### src/design/pcxd_pkg.sv
// ----------------------------------------------------------------------------
// PCX scan line decoder package
// Sequencer states, register indexes, reset values and coding constants.
// ----------------------------------------------------------------------------
package pcxd_pkg;

	typedef enum logic [2:0] {
		ST_IDLE,
		ST_MUL_ROW,
		ST_MUL_COL,
		ST_SUM,
		ST_EMIT
	} pcxd_state_t;

	localparam logic [2:0] REG_LINE_BYTES   = 3'd0;
	localparam logic [2:0] REG_IMAGE_WIDTH  = 3'd1;
	localparam logic [2:0] REG_IMAGE_HEIGHT = 3'd2;
	localparam logic [2:0] REG_PLANE_COUNT  = 3'd3;
	localparam logic [2:0] REG_ROW_PITCH    = 3'd4;

	localparam logic [15:0] RST_LINE_BYTES   = 16'd320;
	localparam logic [15:0] RST_IMAGE_WIDTH  = 16'd320;
	localparam logic [15:0] RST_IMAGE_HEIGHT = 16'd200;
	localparam logic [2:0]  RST_PLANE_COUNT  = 3'd1;
	localparam logic [17:0] RST_ROW_PITCH    = 18'd320;

	localparam logic [7:0] RUN_MARK   = 8'hC0;
	localparam logic [7:0] COUNT_MASK = 8'h3F;

	localparam int unsigned MUL_A_W = 16;
	localparam int unsigned MUL_B_W = 18;
	localparam int unsigned MUL_P_W = MUL_A_W + MUL_B_W;

endpackage

### src/design/pcxd_mul.sv
// ----------------------------------------------------------------------------
// PCX scan line decoder shared multiplier
// One registered 16 by 18 bit unsigned multiplier, loaded when enabled and
// used in turn for the row base and the column offset.
// ----------------------------------------------------------------------------
module pcxd_mul (
	input  logic                          clk,
	input  logic                          en,
	input  logic [pcxd_pkg::MUL_A_W-1:0]  a,
	input  logic [pcxd_pkg::MUL_B_W-1:0]  b,
	output logic [pcxd_pkg::MUL_P_W-1:0]  p_q
);
	import pcxd_pkg::*;

	always_ff @(posedge clk) begin
		if (en) begin
			p_q <= MUL_P_W'(a) * MUL_P_W'(b);
		end
	end

endmodule

### src/design/pcx_rle_scanline_decoder.sv
// ----------------------------------------------------------------------------
// PCX run-length scan line decoder
// Expands an 8 bit PCX run-length coded image body into addressed bytes.
//
//  channel  direction  handshake             payload
//  in       input      in_valid / in_ready   in_byte
//  out      output     out_valid / out_ready pixel_value, pixel_address,
//                                            is_padding, run_last, image_done
//  cfg      input      cfg_valid / cfg_ready cfg_index, cfg_data
//
// A run count byte is taken while idle and emits nothing. A literal or run
// value byte is taken, its address formed in ST_MUL_ROW, ST_MUL_COL and ST_SUM
// (two passes through the shared multiplier and one add), then one result beat
// per cycle follows; output stalls hold the current beat. The input is not
// ready until the last result beat of a byte has gone. Reset is asynchronous.
// ----------------------------------------------------------------------------
module pcx_rle_scanline_decoder #(
	parameter int unsigned ADDR_BITS = 32
) (
	input  logic        clk,
	input  logic        arst_n,
	input  logic        in_valid,
	output logic        in_ready,
	input  logic [7:0]  in_byte,
	output logic        out_valid,
	input  logic        out_ready,
	output logic [7:0]  pixel_value,
	output logic [31:0] pixel_address,
	output logic        is_padding,
	output logic        run_last,
	output logic        image_done,
	input  logic        cfg_valid,
	output logic        cfg_ready,
	input  logic [2:0]  cfg_index,
	input  logic [17:0] cfg_data
);
	import pcxd_pkg::*;

	pcxd_state_t state_q, state_d;

	logic [15:0] line_bytes_q, image_width_q, image_height_q;
	logic [2:0]  plane_count_q;
	logic [17:0] row_pitch_q;

	logic        await_q, finished_q;
	logic [5:0]  pending_q, remain_q;
	logic [15:0] column_q, row_q;
	logic [1:0]  plane_q;
	logic [7:0]  value_q;
	logic [ADDR_BITS-1:0] base_q, addr_q;

	logic                 mul_en;
	logic [MUL_A_W-1:0]   mul_a;
	logic [MUL_B_W-1:0]   mul_b;
	logic [MUL_P_W-1:0]   mul_p;

	logic [2:0]  planes_eff;
	logic [15:0] col_inc;
	logic [1:0]  plane_inc;
	logic        line_end, plane_wrap, last_row;
	logic        in_fire, out_fire, is_run;
	logic [5:0]  run_count;

	pcxd_mul u_mul (
		.clk (clk),
		.en  (mul_en),
		.a   (mul_a),
		.b   (mul_b),
		.p_q (mul_p)
	);

	always_comb begin
		if (plane_count_q == 3'd0) begin
			planes_eff = 3'd1;
		end else if (plane_count_q > 3'd4) begin
			planes_eff = 3'd4;
		end else begin
			planes_eff = plane_count_q;
		end
	end

	assign in_ready  = (state_q == ST_IDLE);
	assign out_valid = (state_q == ST_EMIT);
	assign cfg_ready = 1'b1;
	assign in_fire   = in_valid && in_ready;
	assign out_fire  = out_valid && out_ready;
	assign is_run    = ((in_byte & RUN_MARK) == RUN_MARK);
	assign run_count = 6'(in_byte & COUNT_MASK);

	assign col_inc    = (column_q != 16'hFFFF) ? column_q + 16'd1 : column_q;
	assign plane_inc  = plane_q + 2'd1;
	assign line_end   = (col_inc >= line_bytes_q);
	assign plane_wrap = (plane_inc == 2'd0) || ({1'b0, plane_inc} >= planes_eff);
	assign last_row   = ({1'b0, row_q} + 17'd1) >= {1'b0, image_height_q};

	assign pixel_value   = value_q;
	assign pixel_address = 32'(addr_q);
	assign is_padding    = (column_q >= image_width_q) || (column_q >= line_bytes_q);
	assign run_last      = (remain_q == 6'd1);
	assign image_done    = run_last && line_end && plane_wrap && last_row;

	always_comb begin
		state_d = state_q;
		mul_en  = 1'b0;
		mul_a   = row_q;
		mul_b   = row_pitch_q;
		case (state_q)
			ST_IDLE: begin
				if (in_fire && !finished_q) begin
					if (await_q) begin
						if (pending_q != 6'd0) begin
							state_d = ST_MUL_ROW;
						end
					end else if (!is_run) begin
						state_d = ST_MUL_ROW;
					end
				end
			end
			ST_MUL_ROW: begin
				mul_en  = 1'b1;
				state_d = ST_MUL_COL;
			end
			ST_MUL_COL: begin
				mul_en  = 1'b1;
				mul_a   = column_q;
				mul_b   = MUL_B_W'(planes_eff);
				state_d = ST_SUM;
			end
			ST_SUM: begin
				state_d = ST_EMIT;
			end
			ST_EMIT: begin
				if (out_fire && run_last) begin
					state_d = ST_IDLE;
				end
			end
			default: begin
				state_d = ST_IDLE;
			end
		endcase
	end

	always_ff @(posedge clk or negedge arst_n) begin
		if (!arst_n) begin
			state_q <= ST_IDLE;
		end else begin
			state_q <= state_d;
		end
	end

	always_ff @(posedge clk or negedge arst_n) begin
		if (!arst_n) begin
			line_bytes_q   <= RST_LINE_BYTES;
			image_width_q  <= RST_IMAGE_WIDTH;
			image_height_q <= RST_IMAGE_HEIGHT;
			plane_count_q  <= RST_PLANE_COUNT;
			row_pitch_q    <= RST_ROW_PITCH;
		end else if (cfg_valid && cfg_ready) begin
			case (cfg_index)
				REG_LINE_BYTES:   line_bytes_q   <= cfg_data[15:0];
				REG_IMAGE_WIDTH:  image_width_q  <= cfg_data[15:0];
				REG_IMAGE_HEIGHT: image_height_q <= cfg_data[15:0];
				REG_PLANE_COUNT:  plane_count_q  <= cfg_data[2:0];
				REG_ROW_PITCH:    row_pitch_q    <= cfg_data;
				default: begin
				end
			endcase
		end
	end

	always_ff @(posedge clk or negedge arst_n) begin
		if (!arst_n) begin
			await_q    <= 1'b0;
			pending_q  <= 6'd0;
			remain_q   <= 6'd0;
			column_q   <= 16'd0;
			plane_q    <= 2'd0;
			row_q      <= 16'd0;
			finished_q <= 1'b0;
		end else begin
			if (in_fire && !finished_q) begin
				if (await_q) begin
					await_q   <= 1'b0;
					pending_q <= 6'd0;
					remain_q  <= pending_q;
				end else if (is_run) begin
					await_q   <= 1'b1;
					pending_q <= run_count;
				end else begin
					remain_q  <= 6'd1;
				end
			end
			if (out_fire) begin
				remain_q <= remain_q - 6'd1;
				if (run_last && line_end) begin
					column_q <= 16'd0;
					if (plane_wrap) begin
						plane_q <= 2'd0;
						if (last_row) begin
							finished_q <= 1'b1;
						end else begin
							row_q <= row_q + 16'd1;
						end
					end else begin
						plane_q <= plane_inc;
					end
				end else begin
					column_q <= col_inc;
				end
			end
		end
	end

	always_ff @(posedge clk) begin
		if (in_fire) begin
			value_q <= in_byte;
		end
		if (state_q == ST_MUL_COL) begin
			base_q <= mul_p[ADDR_BITS-1:0];
		end
		if (state_q == ST_SUM) begin
			addr_q <= base_q + ADDR_BITS'(mul_p[MUL_B_W-1:0]) + ADDR_BITS'(plane_q);
		end else if (out_fire && column_q != 16'hFFFF) begin
			addr_q <= addr_q + ADDR_BITS'(planes_eff);
		end
	end

endmodule

### config.mk
export PLATFORM = sky130hd
export DESIGN_NAME = pcx_rle_scanline_decoder
export DESIGN_NICKNAME = d
export VERILOG_FILES = /design/src/design/pcxd_pkg.sv /design/src/design/pcxd_mul.sv /design/src/design/pcx_rle_scanline_decoder.sv
export SDC_FILE = /design/constraint.sdc
export NUM_CORES = 1
export LEC_CHECK = 0
export ABC_AREA = 1
export BUFFER_PORTS_ARGS = -buffer_cell sky130_fd_sc_hd__buf_2
export CAP_MARGIN = 25
export CORE_MARGIN = 2
export CORE_UTILIZATION = 50
export CTS_BUF_LIST = sky130_fd_sc_hd__clkbuf_8
export CTS_CLUSTER_DIAMETER = 50
export DETAILED_ROUTE_END_ITERATION = 10
export GPL_TIMING_DRIVEN = 0
export PLACE_DENSITY = 0.64
export SETUP_SLACK_MARGIN = 0.05
export SLEW_MARGIN = 25
export SYNTH_ARGS = -nofsm -noshare
export SYNTH_HDL_FRONTEND = slang
export SYNTH_SLANG_ARGS = --single-unit
### constraint.sdc
create_clock -name clk -period 8.79 [get_ports clk]
set_clock_uncertainty 0.2 [all_clocks]
set_input_delay 0.879 -clock clk [delete_from_list [all_inputs] [get_ports clk]]
set_output_delay 0.879 -clock clk [all_outputs]
set_load 0.005 [all_outputs]
-- Word level (Yosys, flattened, before mapping)
Index checks and enable logic that the tools add are counted.
- memories kept: 0
- word-level logic and storage cells: 104
- output and inout port bits: 46
- register bits after elaboration: 224
- RAM bits: 0
- bits in read-only memories: 0
- bits of input ports: 34
- latch bits: 0
- order comparisons: 6
- shift operators: 0
- add/sub/neg operators: 8
- mux-type cells: 24
- divide/modulo/power cells: 0
- reductions and logical operators: 31
- multiply operators: 1
- bitwise gates (word level): 1
- equal/unequal tests: 16
- operators with widths (cell ; count):
    32-bit 2-to-1 mux ; 2
    16-bit >= comparator ; 3
    16-bit 2-to-1 mux ; 3
    6-bit 2-to-1 mux ; 6
    16-bit by 1-bit adder with 16-bit output (second input constant) ; 2
    32-bit by 18-bit adder with 32-bit output ; 1
    32-bit by 2-bit adder with 32-bit output ; 1
    32-bit by 3-bit adder with 32-bit output ; 1
    16-bit by 18-bit multiplier with 32-bit output ; 1
    3-bit 2-to-1 mux ; 7
    18-bit 2-to-1 mux ; 1
    16-bit by 1-bit adder with 17-bit output (second input constant) ; 1
    17-bit by 16-bit >= comparator with 1-bit output ; 1
    16-bit inequality test (second input constant) ; 1
    2-bit AND reduction ; 8
    3-bit case mux with 5 select lines ; 1
    3-bit by 2-bit equality test with 1-bit output (second input constant) ; 4
    4-bit AND reduction ; 3
    3-bit zero test ; 3
    1-bit logical AND ; 8
    3-bit by 1-bit equality test with 1-bit output (second input constant) ; 2
    3-bit equality test (second input constant) ; 2
    6-bit by 1-bit equality test with 1-bit output (second input constant) ; 1
    3-bit inequality test (second input constant) ; 2
    other kinds (16) ; 22

-- Depth between registers and ports, before layout
Gate-level depths: netlist of run 1.
- word-level depth: 7
- depth in mapped cells: 32
- gate-level depth less buffers: 31

-- Hierarchy
From an unflattened synthesis of run 1, not the netlist that was laid out.
- cells, all modules: 3182
- area total of the unflattened synthesis: 24174.4 um^2
- modules (own cells, without submodules) (module ; cells each ; area an instance (um^2) ; instances):
    pcx_rle_scanline_decoder ; 1647 ; 12731.0 ; 1
    pcxd_mul ; 1535 ; 11443.5 ; 1

-- Worst setup path after synthesis of run 1
No wires, ideal clock.
- path kind: reg2reg
- from: register state_q[2]
- to: register u_mul.p_q[26] (netlist bit) (data pin)
- arrival time: 6.070 ns
- stages on the path, launching flop included: 28
- required time: 8.328 ns
- library setup time: 0.262 ns
- period minus slack after synthesis: 6.532 ns
- slack: 2.258 ns
- path buffers: 2
- cells stage by stage: dfrtp_1 nor2_1 nand2_1 inv_2 buf_2 buf_2 nor2_1 nand2_1 fa_1 inv_1 fa_1 inv_1 fa_1 inv_1 fa_1 inv_1 fa_1 fa_1 inv_1 ha_1 nand2_1 inv_1 nand3_1 nor3_1 nand4_1 nand3_1 a21oi_1 xor2_1
- word-level cells in the longest chain between the ends: 3
- ends and longest elaborated chain (element ; line ; text):
    start: declaration ; pcx_rle_scanline_decoder.sv:39 ; pcxd_state_t state_q, state_d;
    start signal: assignment ; pcx_rle_scanline_decoder.sv:147 ; state_q <= state_d;
    3-bit by 2-bit equality test with 1-bit output * ; pcx_rle_scanline_decoder.sv:107 ; case (state_q)
    16-bit 2-to-1 mux or 18-bit 2-to-1 mux (tied branches) ; pcx_rle_scanline_decoder.sv:107 ;
    16-bit by 18-bit multiplier with 32-bit output * ; pcxd_mul.sv:17 ; p_q <= MUL_P_W'(a) * MUL_P_W'(b);
    end signal: assignment ; pcxd_mul.sv:17 ;
    end: declaration ; pcxd_mul.sv:11 ; output logic [pcxd_pkg::MUL_P_W-1:0] p_q
Every way passes the cells marked *; elsewhere a longest branch is shown, timed or not.
A chain may end at the register's enable or synchronous reset.

-- Worst setup path after layout of run 1
- from: register state_q[2]
- to: register u_mul.p_q[28] (netlist bit) (data pin)
Same word-level chain as after synthesis.

==> impl_metrics.sql, run 1 <==
INSERT INTO impl_metrics (metric_group, metric, value, unit) VALUES
('global_route', 'gr-max-usage-layer', 'met2', ''),
('pwr', 'power_density', '217.6', 'nW/um^2'),
('critical_path', 'arrival', '8170', 'ps'),
('critical_path', 'worstPathRequired', '8910', 'ps'),
('run', 'max_cap_viol_count', '0', ''),
('cts', 'cts_made_buffers', '42', ''),
('cts', 'clkSlewWorstSetupHoldPaths', '60', 'ps'),
('cts', 'root_buffer', 'sky130_fd_sc_hd__clkbuf_8', ''),
('drt', 'dr_total_vias', '18840', ''),
('die', 'initial_utilization', '50.84', '%'),
('die', 'die-area', '46870', 'sq um'),
('layout', 'multi_input_gate_area', '14120', 'sq um'),
('timing', 'final_min_period_over_clock_period', '91.53', '%'),
('global_route', 'grt_antenna_before_repair', '0', ''),
('pwr', 'fin_total_pwr', '5.365', 'mW'),
('layout', 'filler_cell_count', '4150', ''),
('global_route', 'groute.layer.met3.usage', '4.056', '%'),
('hold_path', 'hp-class', 'reg2reg', ''),
('drt', 'routedWlPerCell', '18.29', 'um'),
('critical_path', 'critical_path.endpoint_type', 'flop', ''),
('drt', 'ant_nets', '0', ''),
('global_route', 'globalRouteMet1Util', '37.72', '%'),
('timing', 'slew_violations', '0', ''),
('cts', 'cts_tree', 'yes', ''),
('timing', 'rsz0062_at_grt', 'false', ''),
('cts', 'worst_skew_pair.late_latency', '620', 'ps'),
('die', 'floorplan.die.width', '216.5', 'um'),
('synthesis', 'netlist-cell-type-count', '55', ''),
('synthesis', 'seq_area_frac_synth', '27.19', '%'),
('cts', 'cts-resized-gates', '0', ''),
('drt', 'drt_pass1_iterations', '6', ''),
('drt', 'avgViaCountPerCell', '5.362', ''),
('layout', 'syn2layout_area_growth', '9.210', '%'),
('synthesis', 'asyncSetResetFlopFracSynth', '53.57', '%'),
('synthesis', 'synth-edff-count', '104', ''),
('synthesis', 'yosysWarnings', '0', ''),
('layout', 'final_net_count', '3354', ''),
('layout', 'drive_gt1_share', '7.497', '%'),
('placement', 'hpwl_after_detailed_placement', '52900', 'um'),
('cts', 'post-cts-setup-buffer-count', '0', ''),
('layout', 'antennaDiodeCount', '0', ''),
('synthesis', 'avgSynthCellArea', '8.169', 'sq um'),
('global_route', 'grt_pass1_vias', '19330', ''),
('drt', 'number_of_remaining_drc_errors', '0', ''),
('global_route', 'grtUsageTotal', '28.29', '%'),
('timing', 'finalSetupViolations', '0', ''),
('timing', 'hold_violation_total_from_the_final_report', '0', ''),
('timing', 'finalWorstPathRequiredPeriod', '8045', 'ps'),
('timing', 'worst_slew_pin_slew', '1079', 'ps'),
('run_status', 'status', 'finished clean', ''),
('drt', 'detail_route.wirelength', '64270', 'um'),
('synthesis', 'synth_seq_cells', '224', ''),
('cts', 'tritoncts_num_sinks', '224', ''),
('placement', 'finalWeightedCongestion', '0.9371', ''),
('pwr', 'peakVddDrop', '0.1650', 'mV'),
('critical_path', 'criticalPathCategory', 'reg2reg', ''),
('global_route', 'grt_first_pass_wirelength', '103400', 'um'),
('cts', 'cts-root-to-sink-buffers', '3', ''),
('global_route', 'grt_overflow', '0', ''),
('synthesis', 'number_of_cells_produced_by_synthesis', '2764', ''),
('timing', 'timing.fmax', '124.3', 'MHz'),
('layout', 'final_core_util', '55.52', '%'),
('critical_path', 'timing.reg2reg.setup_slack', '740', 'ps'),
('die', 'top_level_ports', '80', ''),
('cts', 'postCtsHoldBufs', '1', ''),
('timing', 'setup_total_negative_slack', '0', 'ps'),
('global_route', 'grt_max_degree', '95', ''),
('placement', 'port_buffers', '78', ''),
('cts', 'htree_num_levels', '2', ''),
('die', 'design.core.area', '44410', 'sq um'),
('pwr', 'cellLeakagePower', '12.32', 'nW'),
('timing', 'maxSlewHeadroom', '27.77', '%'),
('drt', 'dr.first_iter.drc_count', '1307', ''),
('synthesis', 'ys.flop_type', 'sky130_fd_sc_hd__dfrtp_1', ''),
('die', 'die-height', '216.5', 'um'),
('critical_path', 'worst-path-max-fanout', '41', ''),
('die', 'floorplan.rows', '77', ''),
('synthesis', 'synth_fp_nets', '3226', ''),
('timing', 'whs', '215.7', 'ps'),
('synthesis', 'mappedNetlistArea', '22580', 'sq um'),
('critical_path', 'crit_path_start_kind', 'flop', ''),
('layout', 'seq_area', '6138', 'sq um'),
('global_route', 'global_route.usage.met2', '46.93', '%');
[flip-flops by register name, summed over array words and instances, names as in the netlist, 2 cells and up]
register	cells
pixel_address	32
remain_q	6
plane_count_q	3
column_q	16
plane_q	2
pixel_value	8
image_height_q	16
row_pitch_q	18
image_width_q	16
state_q	3
u_mul.p_q	32
line_bytes_q	16
row_q	16
base_q	32
pending_q	6
[placed cells by master, fill, tap and decap left out, types with 104 or more instances in the layout]
master	n
sky130_fd_sc_hd__inv_1	548
sky130_fd_sc_hd__o21ai_0	180
sky130_fd_sc_hd__edfxtp_1	104
sky130_fd_sc_hd__a21oi_1	120
sky130_fd_sc_hd__dfrtp_1	110
sky130_fd_sc_hd__nand2_1	597
sky130_fd_sc_hd__nor2_1	241
sky130_fd_sc_hd__fa_1	225
sky130_fd_sc_hd__nand3_1	112
sky130_fd_sc_hd__ha_1	203
[per-stage QoR]
stage               setup slack [ps]  instance area (sq um)  std cells
floorplan                       2258                  22580       2764
global placement               673.7                  23710       3434
detailed placement             509.4                  23820       3439
CTS                            499.3                  24660       3513
global route                   350.1                  24660       3513
finish                         744.5                  24660       3513
[kinds of logic (layout without fill, tap and decap cells)]
logic type | after synthesis | count (layout) | share of synthesized area [%]
flip-flops | 224 | 224 | 27.19
other | 1 | 1 | 0.01661
AO/OA/AOI/OAI | 352 | 352 | 8.318
buffers and inverters | 608 | 765 | 10.34
XOR/XNOR | 76 | 76 | 2.948
adder cells (fa/ha/maj) | 428 | 428 | 31.20
AND/OR/NAND/NOR | 1075 | 1075 | 19.99
[critical path, stage by stage, from the launching register on]
cell,delay (ps)
sky130_fd_sc_hd__dfrtp_1,410
sky130_fd_sc_hd__nor2_1,70
sky130_fd_sc_hd__nand2_1,380
sky130_fd_sc_hd__inv_2,190
sky130_fd_sc_hd__buf_2,260
sky130_fd_sc_hd__buf_4,340
sky130_fd_sc_hd__nor2_1,710
sky130_fd_sc_hd__nand2_1,160
sky130_fd_sc_hd__fa_1,530
sky130_fd_sc_hd__inv_1,60
sky130_fd_sc_hd__fa_1,530
sky130_fd_sc_hd__inv_1,50
sky130_fd_sc_hd__fa_1,500
sky130_fd_sc_hd__inv_1,50
sky130_fd_sc_hd__fa_1,500
sky130_fd_sc_hd__fa_1,540
sky130_fd_sc_hd__inv_1,50
sky130_fd_sc_hd__fa_1,520
sky130_fd_sc_hd__inv_1,40
sky130_fd_sc_hd__ha_1,350
sky130_fd_sc_hd__nand2_1,110
sky130_fd_sc_hd__inv_1,110
sky130_fd_sc_hd__nand2_1,60
sky130_fd_sc_hd__nor3_1,300
sky130_fd_sc_hd__nand4_1,200
sky130_fd_sc_hd__nand3_1,260
sky130_fd_sc_hd__a21oi_1,120
sky130_fd_sc_hd__xnor2_1,160
[final timing paths]
kind | start | to | depth (start not counted)
setup / recovery | state_q[2] | u_mul.p_q[28] | 27
hold / removal | u_mul.p_q[21] | base_q[21] | 0
setup reg to reg | state_q[2] | u_mul.p_q[28] | 27
hold reg to reg | u_mul.p_q[21] | base_q[21] | 0
max in group asynchronous | arst_n | line_bytes_q[8] | 3
min in group asynchronous | arst_n | row_q[6] | 2
[report_power, final]
part	switching (mW)	total [mW]	internal, mW
sequential	0.292	1.84	1.55
clock	0.480	1.03	0.548
combinational	1.66	2.50	0.833
total	2.44	5.37	2.93
[cell usage after synthesis (7+ instances only)]
master / n / share of area, %
sky130_fd_sc_hd__nand4_1: 29 / 0.80
sky130_fd_sc_hd__ha_1: 203 / 11
sky130_fd_sc_hd__o21ai_0: 181 / 4.0
sky130_fd_sc_hd__nand2_1: 597 / 9.9
sky130_fd_sc_hd__xnor2_1: 22 / 0.85
sky130_fd_sc_hd__or2_2: 7 / 0.19
sky130_fd_sc_hd__nand3_1: 112 / 2.5
sky130_fd_sc_hd__edfxtp_1: 104 / 14
sky130_fd_sc_hd__inv_2: 11 / 0.18
sky130_fd_sc_hd__nand2_2: 7 / 0.19
sky130_fd_sc_hd__nor2_2: 16 / 0.44
sky130_fd_sc_hd__fa_1: 225 / 20
sky130_fd_sc_hd__nor2_1: 241 / 4.0
sky130_fd_sc_hd__xor2_1: 54 / 2.1
sky130_fd_sc_hd__nor4_1: 8 / 0.22
sky130_fd_sc_hd__a21o_1: 9 / 0.30
sky130_fd_sc_hd__a21oi_1: 120 / 2.7
sky130_fd_sc_hd__dfstp_2: 10 / 1.2
sky130_fd_sc_hd__clkbuf_1: 34 / 0.57
sky130_fd_sc_hd__nor3_1: 35 / 0.78
sky130_fd_sc_hd__dfrtp_1: 110 / 12
sky130_fd_sc_hd__inv_1: 539 / 9.0
[per-layer routing]
layer | vias to the layer above | part of all wire, %
li1 | 8972 | -
met1 | 9130 | 44
met2 | 594 | 46
met3 | 141 | 6.2
met4 | 0 | 3.8
met5 | - | 0
[area by class of cell]
| class | count | area share [%] |
|---|---|---|
| plain buffers | 52 | 1.015 |
| clock buffers | 50 | 2.791 |
| clock inverters | 23 | 0.5683 |
| inverters | 556 | 8.464 |
| multi-input cells | 1932 | 57.27 |
| flip-flops and latches | 224 | 24.89 |
| well taps | 592 | 3.004 |
| repair buffers | 84 | 1.994 |
Power figures use the tool's default switching activity.
==> run 2: changes to the inputs <==
--- a/config.mk
+++ b/config.mk
@@ -14,7 +14,7 @@
 export CTS_CLUSTER_DIAMETER = 50
 export DETAILED_ROUTE_END_ITERATION = 10
 export GPL_TIMING_DRIVEN = 0
-export PLACE_DENSITY = 0.64
+export PLACE_DENSITY = 0.68
 export SETUP_SLACK_MARGIN = 0.05
 export SLEW_MARGIN = 25
 export SYNTH_ARGS = -nofsm -noshare
==> impl_metrics.sql, run 2 (same netlist as run 1, synthesis figures left out) <==
INSERT INTO impl_metrics (metric_group, metric, value, unit) VALUES
('hold_path', 'hp-class', 'reg2reg', ''),
('pwr', 'net_load_switching_power', '2.421', 'mW'),
('die', 'design.core.area', '44410', 'sq um'),
('critical_path', 'slowest_stage', 'sky130_fd_sc_hd__nor2_1', ''),
('pwr', 'power_density', '216.1', 'nW/um^2'),
('placement', 'dp_slack', '530.7', 'ps'),
('drt', 'avgViaCountPerCell', '5.396', ''),
('layout', 'final_net_count', '3355', ''),
('drt', 'detail_route.wirelength', '63090', 'um'),
('critical_path', 'regToRegEndpoint', 'u_mul.p_q[26]', ''),
('global_route', 'grt_antenna_before_repair', '0', ''),
('drt', 'dr_total_vias', '18960', ''),
('run_status', 'status', 'finished clean', ''),
('pwr', 'comb_power_share', '46.7', '%'),
('layout', 'mostFrequentLayoutCell', 'sky130_fd_sc_hd__nand2_1', ''),
('die', 'die-area', '46870', 'sq um'),
('global_route', 'grt_pass1_vias', '19310', ''),
('layout', 'multi_input_gate_area', '14120', 'sq um'),
('cts', 'tritoncts_num_sinks', '224', ''),
('critical_path', 'timing.reg2reg.worst_path_depth', '27', ''),
('layout', 'mostFrequentLayoutCells', '597 x sky130_fd_sc_hd__nand2_1, 553 x sky130_fd_sc_hd__inv_1, 241 x sky130_fd_sc_hd__nor2_1', ''),
('layout', 'syn2layout_area_growth', '9.060', '%'),
('timing', 'final.setup.worst_slack', '730.3', 'ps'),
('global_route', 'grt_first_pass_wirelength', '102500', 'um'),
('critical_path', 'critical_path.endpoint_type', 'flop', ''),
('hold_path', 'hold_path_stages', '0', ''),
('die', 'initial_utilization', '50.84', '%'),
('critical_path', 'timing.reg2reg.setup_slack', '730', 'ps'),
('drt', 'dr.first_iter.drc_count', '1424', ''),
('global_route', 'grtUsageTotal', '27.93', '%'),
('critical_path', 'r2r_start', 'state_q[2]', ''),
('drt', 'routedWlPerCell', '17.95', 'um'),
('placement', 'finalWeightedCongestion', '0.9537', ''),
('cts', 'root_buffer', 'sky130_fd_sc_hd__clkbuf_8', ''),
('pwr', 'peakVddDrop', '0.1324', 'mV'),
('critical_path', 'worst_path_largest_cell_delay', '660', 'ps'),
('critical_path', 'arrival', '8150', 'ps'),
('pwr', 'p_sw_share', '45.49', '%'),
('run', 'max_cap_viol_count', '0', ''),
('cts', 'worst_skew_pair.late_latency', '610', 'ps'),
('layout', 'antennaDiodeCount', '0', ''),
('die', 'floorplan.rows', '77', ''),
('layout', 'final_core_util', '55.44', '%'),
('timing', 'worst_slew_pin_slew', '1004', 'ps'),
('layout', 'filler_cell_count', '4202', ''),
('die', 'top_level_ports', '80', ''),
('cts', 'cts-root-to-sink-buffers', '3', ''),
('timing', 'timing.fmax', '124.1', 'MHz'),
('timing', 'final_min_period_over_clock_period', '91.69', '%'),
('timing', 'finalWorstPathRequiredPeriod', '8060', 'ps'),
('cts', 'clkSlewWorstSetupHoldPaths', '60', 'ps'),
('placement', 'port_buffers', '78', ''),
('global_route', 'grt_max_degree', '89', ''),
('timing', 'finalSetupViolations', '0', ''),
('drt', 'ant_nets', '0', ''),
('critical_path', 'critPathLaunch', 'state_q[2]', ''),
('critical_path', 'worst-path-max-fanout', '41', ''),
('cts', 'cts_tree', 'yes', ''),
('drt', 'number_of_remaining_drc_errors', '0', ''),
('cts', 'cts_made_buffers', '43', ''),
('timing', 'setup_total_negative_slack', '0', 'ps'),
('drt', 'drt_pass1_iterations', '6', ''),
('layout', 'drive_gt1_share', '7.461', '%'),
('critical_path', 'worstPathRequired', '8880', 'ps'),
('pwr', 'p_clk_share', '18.6', '%'),
('placement', 'hpwl_after_detailed_placement', '51970', 'um'),
('timing', 'rsz0062_at_grt', 'false', ''),
('timing', 'maxSlewHeadroom', '32.37', '%'),
('cts', 'post-cts-setup-buffer-count', '0', ''),
('pwr', 'share_seq_of_total_power', '34.8', '%'),
('critical_path', 'criticalPathCategory', 'reg2reg', ''),
('global_route', 'grt_overflow', '0', ''),
('hold_path', 'worst_hold_startpoint', 'u_mul.p_q[20]', ''),
('die', 'die-height', '216.5', 'um'),
('hold_path', 'worst_hold_path.endpoint', 'base_q[20]', ''),
('timing', 'slew_violations', '0', ''),
('pwr', 'cell_internal_pwr', '2.901', 'mW'),
('timing', 'hold_violation_total_from_the_final_report', '0', ''),
('cts', 'htree_num_levels', '2', ''),
('pwr', 'cellLeakagePower', '12.32', 'nW'),
('critical_path', 'crit_path_start_kind', 'flop', ''),
('die', 'floorplan.die.width', '216.5', 'um'),
('layout', 'seq_area', '6138', 'sq um'),
('critical_path', 'worst_path_dominant_cell_family', 'adder cells', ''),
('critical_path', 'crit_buf_inv', '9', '');
## run 2: what timing repair did
item	4_1_cts	5_1_grt
setup endpoints to repair	0	0
resized for setup	0	0
hold endpoints to repair	30	0
hold buffers	1	0
## run 2: cell type report
| type | count | area share [%] |
|---|---|---|
| buffer | 52 | 1.016 |
| inverter | 556 | 8.475 |
| clock inverter | 27 | 0.6148 |
| multi-input combinational | 1932 | 57.35 |
| sequential | 224 | 24.93 |
| timing repair buffer | 84 | 1.982 |
| tap | 592 | 3.008 |
| clock buffer | 47 | 2.627 |
## run 2: metrics by stage
step / hold slack (ps) / cells / area (sq um) / power, mW
after floorplan: 200.3 / 2764 / 22580 / 3.479
after detailed placement: 204.5 / 3439 / 23810 / 4.321
after global routing: 207.9 / 3514 / 24620 / 5.778
final: 172.6 / 3514 / 24620 / 5.322
after global placement: 204.4 / 3434 / 23710 / 4.248
after CTS: 178.6 / 3514 / 24620 / 5.334
## run 2: how the worst max path moves through the flow
stage               endpoint  depth (start not counted)  slack, ps
2_1_floorplan  u_mul.p_q[26]                         27       2260
5_1_grt        u_mul.p_q[31]                         27        180
3_5_place_dp   u_mul.p_q[31]                         25        530
6_report       u_mul.p_q[26]                         27        730
3_3_place_gp   u_mul.p_q[31]                         25        620
4_1_cts        u_mul.p_q[31]                         25        470
## run 2: power groups by stage
stage                     Combinational (mW)  Sequential (mW)  Clock (mW)
final                                   2.48             1.85       0.987
after global routing                    2.84             1.89        1.05
after CTS                               2.48             1.85        1.01
after detailed placement                2.46             1.87           0
after global placement                  2.38             1.87           0
after floorplan                         1.71             1.77           0
## run 2: per-layer routing
| metal | vias to the layer above | share of wire (%) | GRT usage (%) |
|---|---|---|---|
| met3 | 138 | 6.8 | 4.688 |
| met5 | - | 0 | 0 |
| met1 | 9186 | 43 | 37.36 |
| met2 | 663 | 46 | 45.42 |
| li1 | 8973 | - | - |
| met4 | 0 | 4.2 | 11.03 |
